`config.mk`:
```
export PLATFORM = sky130hd
export DESIGN_NAME = sensor_frame_crc_check_convert_top
export DESIGN_NICKNAME = d
export VERILOG_FILES = /design/src/hw/rtl/sfcc_pkg.sv /design/src/hw/rtl/sfcc_frame.sv /design/src/hw/rtl/sfcc_convert.sv /design/src/hw/rtl/sensor_frame_crc_check_convert_top.sv
export SDC_FILE = /design/constraint.sdc
export NUM_CORES = 1
export LEC_CHECK = 0
export CORE_MARGIN = 5
export CORE_UTILIZATION = 35
export DETAILED_ROUTE_END_ITERATION = 10
export DONT_BUFFER_PORTS = 1
export PLACE_DENSITY = 0.55
export SLEW_MARGIN = 30
export SYNTH_ARGS = -nofsm -noshare
export SYNTH_HDL_FRONTEND = slang
export SYNTH_HIERARCHICAL = 1
export SYNTH_SLANG_ARGS = --single-unit
```
`constraint.sdc`:
```
create_clock -name clk -period 7.3 [get_ports clk]
set_input_delay 1.46 -clock clk [delete_from_list [all_inputs] [get_ports clk]]
set_output_delay 1.46 -clock clk [all_outputs]
set_load 0.02 [all_outputs]
```
`src/hw/rtl/sfcc_pkg.sv`:
```
// Shared types, constants and helper functions for the sensor frame checker.
`timescale 1ns / 1ps

package sfcc_pkg;

	localparam logic [7:0] CRC_POLY = 8'h31;
	localparam logic [7:0] CRC_INIT = 8'hFF;

	// byte positions within a six-byte frame
	localparam logic [2:0] POS_T_MSB = 3'd0;
	localparam logic [2:0] POS_T_LSB = 3'd1;
	localparam logic [2:0] POS_T_CRC = 3'd2;
	localparam logic [2:0] POS_H_MSB = 3'd3;
	localparam logic [2:0] POS_H_LSB = 3'd4;
	localparam logic [2:0] POS_H_CRC = 3'd5;

	localparam int unsigned FULL_SCALE  = 65535;
	localparam int unsigned TEMP_SCALE  = 17500;
	localparam int unsigned TEMP_OFFSET = 4500;
	localparam int unsigned HUM_SCALE   = 10000;

	typedef struct packed {
		logic        status;
		logic [15:0] raw_t;
		logic [15:0] raw_h;
	} frame_t;

	// CRC-8, MSB first, one byte
	function automatic logic [7:0] crc8_update(input logic [7:0] crc, input logic [7:0] data);
		logic [7:0] c;
		c = crc ^ data;
		for (int k = 0; k < 8; k++) begin
			if (c[7]) begin
				c = {c[6:0], 1'b0} ^ CRC_POLY;
			end else begin
				c = {c[6:0], 1'b0};
			end
		end
		return c;
	endfunction

	// floor(p / 65535) for p below 2^31: quotient estimate p >> 16 leaves a
	// remainder below twice the divisor, so one correction step suffices
	function automatic logic [15:0] div_full_scale(input logic [31:0] p);
		logic [15:0] q0;
		logic [16:0] r0;
		q0 = p[31:16];
		r0 = {1'b0, p[15:0]} + {1'b0, q0};
		return q0 + {15'd0, (r0 >= 17'(FULL_SCALE))};
	endfunction

endpackage

```
`src/hw/rtl/sfcc_frame.sv`:
```
// Frame tracker: byte position, running CRC, raw word assembly and CRC status.
`timescale 1ns / 1ps

module sfcc_frame import sfcc_pkg::*; (
	input  logic       clk,
	input  logic       arst_n,
	input  logic       en,
	input  logic [7:0] rx_byte,
	input  logic       frame_start,
	output logic       done,
	output frame_t     frame
);

	logic [2:0]  pos_q;
	logic [2:0]  pos;
	logic [7:0]  crc_q;
	logic [7:0]  crc_seed;
	logic [7:0]  crc_new;
	logic        crc_bad;
	logic        fail_q;
	logic [15:0] temp_word_q;
	logic [15:0] hum_word_q;

	always_comb begin
		pos      = (frame_start || pos_q > POS_H_CRC) ? POS_T_MSB : pos_q;
		crc_seed = (pos == POS_T_MSB || pos == POS_H_MSB) ? CRC_INIT : crc_q;
		crc_new  = crc8_update(crc_seed, rx_byte);
		crc_bad  = (crc_q != rx_byte);
		done     = (pos == POS_H_CRC);
		frame.status = fail_q | crc_bad;
		frame.raw_t  = temp_word_q;
		frame.raw_h  = hum_word_q;
	end

	always_ff @(posedge clk or negedge arst_n) begin
		if (!arst_n) begin
			pos_q  <= POS_T_MSB;
			crc_q  <= CRC_INIT;
			fail_q <= 1'b0;
		end else if (en) begin
			case (pos)
				POS_T_MSB: begin
					fail_q <= 1'b0;
					crc_q  <= crc_new;
					pos_q  <= POS_T_LSB;
				end
				POS_T_LSB: begin
					crc_q <= crc_new;
					pos_q <= POS_T_CRC;
				end
				POS_T_CRC: begin
					if (crc_bad) begin
						fail_q <= 1'b1;
					end
					crc_q <= CRC_INIT;
					pos_q <= POS_H_MSB;
				end
				POS_H_MSB: begin
					crc_q <= crc_new;
					pos_q <= POS_H_LSB;
				end
				POS_H_LSB: begin
					crc_q <= crc_new;
					pos_q <= POS_H_CRC;
				end
				POS_H_CRC: begin
					if (crc_bad) begin
						fail_q <= 1'b1;
					end
					crc_q <= CRC_INIT;
					pos_q <= POS_T_MSB;
				end
				default: begin
					pos_q <= POS_T_MSB;
				end
			endcase
		end
	end

	// raw words, no reset needed: always written before a frame completes
	always_ff @(posedge clk) begin
		if (en) begin
			case (pos)
				POS_T_MSB: temp_word_q[15:8] <= rx_byte;
				POS_T_LSB: temp_word_q[7:0]  <= rx_byte;
				POS_H_MSB: hum_word_q[15:8]  <= rx_byte;
				POS_H_LSB: hum_word_q[7:0]   <= rx_byte;
				default: begin
				end
			endcase
		end
	end

endmodule

```
`src/hw/rtl/sfcc_convert.sv`:
```
// Raw word to engineering unit conversion (centi-degrees C and centi-percent RH).
`timescale 1ns / 1ps

module sfcc_convert import sfcc_pkg::*; (
	input  frame_t             frame,
	output logic signed [14:0] temperature_centi,
	output logic [13:0]        humidity_centi
);

	logic [30:0] temp_prod;
	logic [29:0] hum_prod;
	logic [15:0] temp_div;
	logic [15:0] hum_div;
	logic [15:0] temp_sum;

	always_comb begin
		temp_prod = 31'(frame.raw_t) * 31'(TEMP_SCALE);
		hum_prod  = 30'(frame.raw_h) * 30'(HUM_SCALE);
		temp_div  = div_full_scale({1'b0, temp_prod});
		hum_div   = div_full_scale({2'b00, hum_prod});
		temp_sum  = temp_div - 16'(TEMP_OFFSET);
		temperature_centi = signed'(temp_sum[14:0]);
		humidity_centi    = hum_div[13:0];
	end

endmodule

```
`src/hw/rtl/sensor_frame_crc_check_convert_top.sv`:
```
// Top level of the sensor frame CRC checker and unit converter.
//
// Usage:
//   Input stream (s_*): one frame byte per item in s_tdata[7:0]; s_tuser set
//   marks the first byte of a frame and restarts the byte count. Bytes are
//   temperature MSB, LSB, CRC, then humidity MSB, LSB, CRC.
//   Output stream (m_*): one item per completed six-byte frame. m_tuser is
//   the CRC status (1 = mismatch in either word, data untrustworthy).
//   Throughput is one byte per cycle while the output register has room for a
//   frame's final byte; each byte is held in the input register, where CRC
//   update, word assembly and the constant-multiply conversion are done before
//   the output register. m_tvalid rises when the sixth byte moves from the
//   input register into the output register.
//   When m_tready is low with a result pending, the input register still
//   takes the non-final bytes of the next frame; the final byte waits there
//   and s_tready drops until the output register frees up.
//   Reset (arst_n low) empties both registers and restarts the frame count
//   at the temperature MSB with the CRC preset to 0xFF.
`timescale 1ns / 1ps

module sensor_frame_crc_check_convert_top import sfcc_pkg::*; (
	input  logic        clk,
	input  logic        arst_n,
	input  logic        s_tvalid,
	output logic        s_tready,
	input  logic [7:0]  s_tdata,   // [7:0] rx_byte
	input  logic        s_tuser,   // [0] frame_start
	output logic        m_tvalid,
	input  logic        m_tready,
	// [14:0] temperature_centi, [28:15] humidity_centi, [44:29] raw_temperature,
	// [60:45] raw_humidity, [63:61] zero
	output logic [63:0] m_tdata,
	output logic        m_tuser    // [0] status
);

	logic              valid_s1;
	logic [7:0]        byte_s1;
	logic              start_s1;
	logic              advance;
	logic              out_free;
	logic              done;
	frame_t            frame;
	logic signed [14:0] temp_c;
	logic [13:0]       hum_c;

	logic              out_valid_q;
	logic              status_q;
	logic signed [14:0] temp_q;
	logic [13:0]       hum_q;
	logic [15:0]       raw_t_q;
	logic [15:0]       raw_h_q;

	sfcc_frame u_frame (
		.clk         (clk),
		.arst_n      (arst_n),
		.en          (advance),
		.rx_byte     (byte_s1),
		.frame_start (start_s1),
		.done        (done),
		.frame       (frame)
	);

	sfcc_convert u_convert (
		.frame             (frame),
		.temperature_centi (temp_c),
		.humidity_centi    (hum_c)
	);

	assign out_free = !out_valid_q || m_tready;
	// only the frame-closing byte needs room in the output register
	assign advance  = valid_s1 && (!done || out_free);
	assign s_tready = !valid_s1 || advance;

	always_ff @(posedge clk or negedge arst_n) begin
		if (!arst_n) begin
			valid_s1 <= 1'b0;
		end else if (s_tready) begin
			valid_s1 <= s_tvalid;
		end
	end

	always_ff @(posedge clk) begin
		if (s_tready && s_tvalid) begin
			byte_s1  <= s_tdata;
			start_s1 <= s_tuser;
		end
	end

	always_ff @(posedge clk or negedge arst_n) begin
		if (!arst_n) begin
			out_valid_q <= 1'b0;
		end else if (advance && done) begin
			out_valid_q <= 1'b1;
		end else if (m_tready) begin
			out_valid_q <= 1'b0;
		end
	end

	always_ff @(posedge clk) begin
		if (advance && done) begin
			status_q <= frame.status;
			temp_q   <= temp_c;
			hum_q    <= hum_c;
			raw_t_q  <= frame.raw_t;
			raw_h_q  <= frame.raw_h;
		end
	end

	assign m_tvalid = out_valid_q;
	assign m_tuser  = status_q;
	assign m_tdata  = {3'b000, raw_h_q, raw_t_q, hum_q, temp_q};

	// converted values stay within the sensor's documented span
	a_range: assert property (@(posedge clk) disable iff (!arst_n)
		m_tvalid |-> ($signed(m_tdata[14:0]) >= -15'sd4500 &&
			$signed(m_tdata[14:0]) <= 15'sd13000 && m_tdata[28:15] <= 14'd10000))
		else $error("converted value out of range");

	// a full-scale raw temperature word hits the upper end point exactly (quotient correction step)
	a_full_scale: assert property (@(posedge clk) disable iff (!arst_n)
		(m_tvalid && m_tdata[44:29] == 16'hFFFF) |-> (m_tdata[14:0] == 15'd13000))
		else $error("temperature full-scale conversion wrong");

	// a byte held in the input register is not lost or overwritten
	a_hold_s1: assert property (@(posedge clk) disable iff (!arst_n)
		(valid_s1 && !advance) |=> (valid_s1 && $stable(byte_s1) && $stable(start_s1)))
		else $error("input register dropped a byte");

	// a result is only loaded when the output register is free
	a_no_overwrite: assert property (@(posedge clk) disable iff (!arst_n)
		(out_valid_q && !m_tready) |=> ($stable(raw_t_q) && $stable(status_q)))
		else $error("pending result overwritten");

endmodule

```
* After elaboration in Yosys (flattened, before gate mapping)
Index checks and enable logic that the tools add are counted.
Storage, ports and cells: flip-flop bits (word level) 117, input bits 13, output and inout bits 67, logic and storage cells 82
Cells by class: add/sub/neg operators 5, multiply operators 2, $lt $le $gt $ge 3, equality and inequality tests 7, muxes and demuxes 16, bitwise operators 10, reductions and logical operators 23
Operators by type and width (number):
- 6-bit two-way mux | 8
- 17-bit by 16-bit >= comparator with 1-bit output (second input constant) | 2
- 16-bit by 13-bit multiplier with 29-bit output (second input constant) | 1
- 16-bit by 10-bit multiplier with 26-bit output (second input constant) | 1
- 3-bit inverter | 8
- 16-bit by 14-bit adder with 17-bit output | 1
- 16-bit by 15-bit adder with 17-bit output | 1
- 8-bit case mux with 2 select lines | 1
- 15-bit by 1-bit adder with 15-bit output | 1
- 3-bit case mux with 5 select lines | 1
- 15-bit by 13-bit subtractor with 15-bit output (second input constant) | 1
- 14-bit by 1-bit adder with 14-bit output | 1
- 2-bit AND reduction | 5
- 8-bit two-way mux | 1
- 8-bit != test | 1
- 8-bit bitwise XOR | 1
- 3-bit by 2-bit equality test with 1-bit output (second input constant) | 2
- 3-bit equality test (second input constant) | 2
- 2-bit nonzero test | 3
- 1-bit logical OR | 5
- 4-bit OR reduction | 1
- 3-bit by 1-bit equality test with 1-bit output (second input constant) | 1
- 3-bit greater-than comparator (second input constant) | 1
- 1-bit logical AND | 3
- other kinds (9) | 13

* Depth between registers and ports, before layout
depth after elaboration 24, depth in mapped cells 36, mapped depth without buffers 36

* Hierarchy
The synthesis kept the hierarchy.
Modules (own cells, without submodules):
- sfcc_convert | instances 1, cells each 916, area each 7866.3 µm², seq. area each 0.0 µm²
- sensor_frame_crc_check_convert_top | instances 1, cells each 85, area each 2264.7 µm², seq. area each 2182.1 µm²
- sfcc_frame | instances 1, cells each 132, area each 2037.0 µm², seq. area each 1271.2 µm²

* Worst setup path after synthesis
OpenSTA, ideal clock, no wires.
path type register -> register, start point reg u_frame.temp_word_q[13], end point reg temp_q[14] (data pin), setup time 0.265 ns, arrival 7.594 ns, data required time 7.035 ns, setup slack -0.559 ns, stages on the path, launching flop included 36, path buffers 1, period minus slack after synthesis 7.859 ns, cell sequence edfxtp_1 > ha_1 > inv_1 > fa_1 > inv_1 > ha_1 > fa_1 > inv_1 > fa_1 > inv_1 > ha_1 > buf_4 > a21o_1 > a21o_1 > a21oi_1 > o21ai_1 > or3_2 > and2_2 > ha_1 > nor2b_1 > o21ai_0 > nand2b_1 > a22o_1 > nor4_1 > a2bb2oi_1 > o22ai_1 > or4b_1 > o22ai_1 > o21a_1 > ha_1 > and3b_1 > o211ai_1 > a311oi_4 > nor4_4 > o21bai_2 > xnor2_1
Between the ends: longest elaborated chain between the ends 5
RTL lines:
- start: declaration | RTL line sfcc_frame.sv:21 | logic [15:0] temp_word_q;
- start signal: assignment | RTL line sfcc_frame.sv:84 | POS_T_MSB: temp_word_q[15:8] <= rx_byte;
- 16-bit by 13-bit multiplier with 29-bit output * | RTL line sfcc_convert.sv:17 | temp_prod = 31'(frame.raw_t) * 31'(TEMP_SCALE);
- 16-bit by 15-bit adder with 17-bit output | RTL line sfcc_pkg.sv:48 | r0 = {1'b0, p[15:0]} + {1'b0, q0};
- 17-bit by 16-bit >= comparator with 1-bit output | RTL line sfcc_pkg.sv:49 | return q0 + {15'd0, (r0 >= 17'(FULL_SCALE))};
- 15-bit by 1-bit adder with 15-bit output * | RTL line sfcc_pkg.sv:49
- 15-bit by 13-bit subtractor with 15-bit output * | RTL line sfcc_convert.sv:21 | temp_sum = temp_div - 16'(TEMP_OFFSET);
- net temp_c[14] | RTL line sensor_frame_crc_check_convert_top.sv:43 | logic signed [14:0] temp_c;
- end signal: assignment | RTL line sensor_frame_crc_check_convert_top.sv:102 | temp_q <= temp_c;
- end: declaration | RTL line sensor_frame_crc_check_convert_top.sv:48 | logic signed [14:0] temp_q;
The timed path passes the listed nets; every way through them passes the cells marked *. A chain may end at the register's enable or synchronous reset.

* Worst setup path after layout
start point reg u_frame.temp_word_q[9], end point reg temp_q[11] (data pin)
Same word-level chain as after synthesis.

==> flow_summary.json <==
{
  "drt_initial_violations": 327,
  "fin_worst_skew_ps": 9.21,
  "layout_common_cells": "243 x buf_4, 226 x inv_1, 169 x ha_1",
  "synth_fa_ha_area_frac": 0.335,
  "max_slew.worst_pin.slew_ps": 933,
  "worst_setup_margin_ps": -410,
  "synth_seq_area_share": 0.284,
  "floorplan.initialDensity": 0.353,
  "buffer_ports.inserted": 0,
  "post_synthesis_compound_gate_area_fraction": 0.133,
  "via_count": 8723,
  "cp.buffers_inverters": 3,
  "final.fill_count": 3246,
  "worstPathRequired_ps": 7470,
  "timing_hold_violations_final": 0,
  "post-route-period-util": 1.06,
  "number_of_cells_traversed_by_the_worst_hold_path": 2,
  "achievable-frequency_ghz": 0.130,
  "timing.critical_path.max_delay_family": "adder cells",
  "drt.antenna.violating_nets": 0,
  "std_cell_rows": 68,
  "globalRouteTotalUtil": 0.154,
  "yosys.area_share.simple": 0.0714,
  "worstSkewPairLatency_ps": 440,
  "timing.final.crit_period_ps": 7710,
  "floorplan.io_pins": 80,
  "ys.warnings.count": 6,
  "synth.largest_area_cell": "edfxtp_1",
  "layout.nets": 1673,
  "rrSetupSlack_ps": -410,
  "cts-root-buf": "clkbuf_16",
  "grt_antenna_before_repair": 0,
  "first_global_vias": 9056,
  "crit-reg2reg-launch": "u_frame/temp_word_q[9]",
  "worst_slew_margin_relative_to_its_limit": 0.378,
  "area_growth_syn_to_layout_pct": 29.2,
  "dieWidth_um": 196,
  "netlist_area_mm2": 0.0122,
  "min_to": "u_frame/fail_q",
  "antenna-diode-count": 0,
  "syn-instance-count": 1133,
  "r2r.worst_path.cells": 32,
  "drv.max_cap_violation_count": 0,
  "netlist-cell-type-count": 102,
  "synth_xor_xnor_area_share": 0.0846,
  "setup.worst_path.end_class": "register",
  "synth_top_family_by_area": "adder cells",
  "grt_remaining_overflow": 0,
  "critPathArrivalTime_ps": 7880,
  "stdcell_area_mm2": 0.0157,
  "area.sequential_mm2": 0.00345,
  "crit_slowest_cell": "edfxtp_1",
  "hold_crit_path_type": "register to register",
  "cts.hold.buffers_added": 0,
  "cts-root-to-sink-buffers": 2,
  "hp-start": "u_frame/fail_q",
  "clkSinkCount": 117,
  "routedWlPerCell_um": 15.5,
  "cts.reportedPaths.clkPinSlew_ps": 60,
  "timing.final.max_slew_violations": 0,
  "place_congestion": 0.861,
  "startpoint_to_endpoint_class_of_the_critical_path": "register to register",
  "failing_checks": "setup timing",
  "synth_flop_cell": "edfxtp_1",
  "finalSetupViolCount": 23,
  "rsz0062_at_grt": "yes",
  "synthDominantCellAreaShare": 0.254,
  "placed_area_mm2": 0.0144,
  "crit_path_max_incr_delay_ps": 530,
  "yosys-top-cells-area": "edfxtp_1 25%, ha_1 20%, fa_1 13%, inv_1 7.5%, xnor2_1 5.0%",
  "routed_via_density": 4.71,
  "dp_hpwl_um": 23100,
  "placeableCoreArea_mm2": 0.0345,
  "die-height_um": 196,
  "number_of_buffers_created_by_cts": 17,
  "run_status": "finished, violations left",
  "synth.area.mux_share": 0.00267,
  "critPathLaunchType": "register",
  "final_common_cell": "buf_4",
  "die_area_mm2": 0.0386,
  "drc": 0,
  "wire_length_of_the_first_global_routing_pass_um": 47400,
  "synth.ff_latch_count": 117,
  "htree_levels": 4,
  "post-route-util": 0.456,
  "dr.pass1.iters": 6,
  "synthesis.area_per_instance_um2": 10.7,
  "multi_input_area_mm2": 0.00827,
  "r2r-end": "temp_q[11]",
  "grt_start_max_net_pins": 63,
  "finalWirelength_um": 28700,
  "synth_edf_count": 103,
  "synth_async_sr_flop_share": 0.120,
  "critical_path.max_fanout": 5,
  "post_route_cells_drive_above_1_share": 0.303,
  "tritoncts": "yes"
}
## final cells by class
cell class,instances,area share
repair buffers,250,0.121
inverters,243,0.0580
multi-input cells,754,0.526
clock inverters,15,0.0124
clock buffers,17,0.0271
well taps,455,0.0362
flip-flops and latches,117,0.220
## metal layers
| metal | track usage | part of all wire | vias up |
|---|---|---|---|
| met2 | 0.245 | 0.46 | 124 |
| met5 | 0 | 0 | - |
| met1 | 0.209 | 0.48 | 4189 |
| met4 | 0.0372 | 0.012 | 0 |
| met3 | 0.0444 | 0.054 | 23 |
| li1 | - | - | 4387 |
## synthesized netlist by cell type (all sizes together) (12+ instances only)
cell	count
a211oi	18
a21o	29
a21oi	52
buf	17
edfxtp	103
fa	82
ha	195
inv	243
nand2	26
nor2	29
nor3	12
o21ai	37
xnor2	73
xor2	25
## tightest hold or removal path, stage by stage (launching register included)
cell and delay (ps):
dfrtp_1 350, a31oi_1 40, nor2_1 70
## cell families (layout without fill, tap and decap cells)
logic type	count (synthesis)	in the layout
mux	3	3
compound gates	218	218
flops	117	117
fa+ha+maj	277	277
other cells	1	3
xor+xnor	103	103
buf+inv	264	525
simple gates	150	150
## state kept, by name, summed over array words and instances, names as in the netlist
| name | count |
|---|---|
| u_frame/hum_word_q | 16 |
| u_frame/pos_q | 3 |
| temp_q | 15 |
| m_tvalid | 1 |
| m_tuser | 1 |
| u_frame/fail_q | 1 |
| raw_h_q | 16 |
| byte_s1 | 8 |
| start_s1 | 1 |
| u_frame/crc_q | 8 |
| u_frame/temp_word_q | 16 |
| hum_q | 14 |
| valid_s1 | 1 |
| raw_t_q | 16 |
## metrics by stage
stage | std cells | setup slack, ps | hold slack, ps | setup TNS, ps
6_report | 1851 | -410 | 501 | -4980
5_1_grt | 1851 | -755 | 512 | -14640
4_1_cts | 1845 | -444 | 502 | -5730
3_5_place_dp | 1781 | -746 | 491 | -9790
3_3_place_gp | 1781 | -686 | 481 | -7470
2_1_floorplan | 1135 | -211 | 455 | -617
## worst max-delay path by stage
stage	from	to	slack [ps]	cells past startpoint
6_report	u_frame/temp_word_q[9]	temp_q[11]	-410	32
5_1_grt	u_frame/temp_word_q[12]	temp_q[11]	-760	34
4_1_cts	u_frame/temp_word_q[9]	temp_q[14]	-440	34
3_5_place_dp	u_frame/temp_word_q[9]	temp_q[14]	-750	34
3_3_place_gp	u_frame/temp_word_q[9]	temp_q[14]	-690	32
2_1_floorplan	u_frame/temp_word_q[11]	temp_q[14]	-210	35
## what timing repair did
action                     in CTS  in global routing
gates resized for setup        55                 23
hold endpoints to repair        0                  0
setup endpoints to repair      26                 28
pin swaps                      45                 32
buffers inserted               33                  8
Power is not shown: default switching activity piles up to over one toggle a cycle in this logic, so the estimate is an artifact.
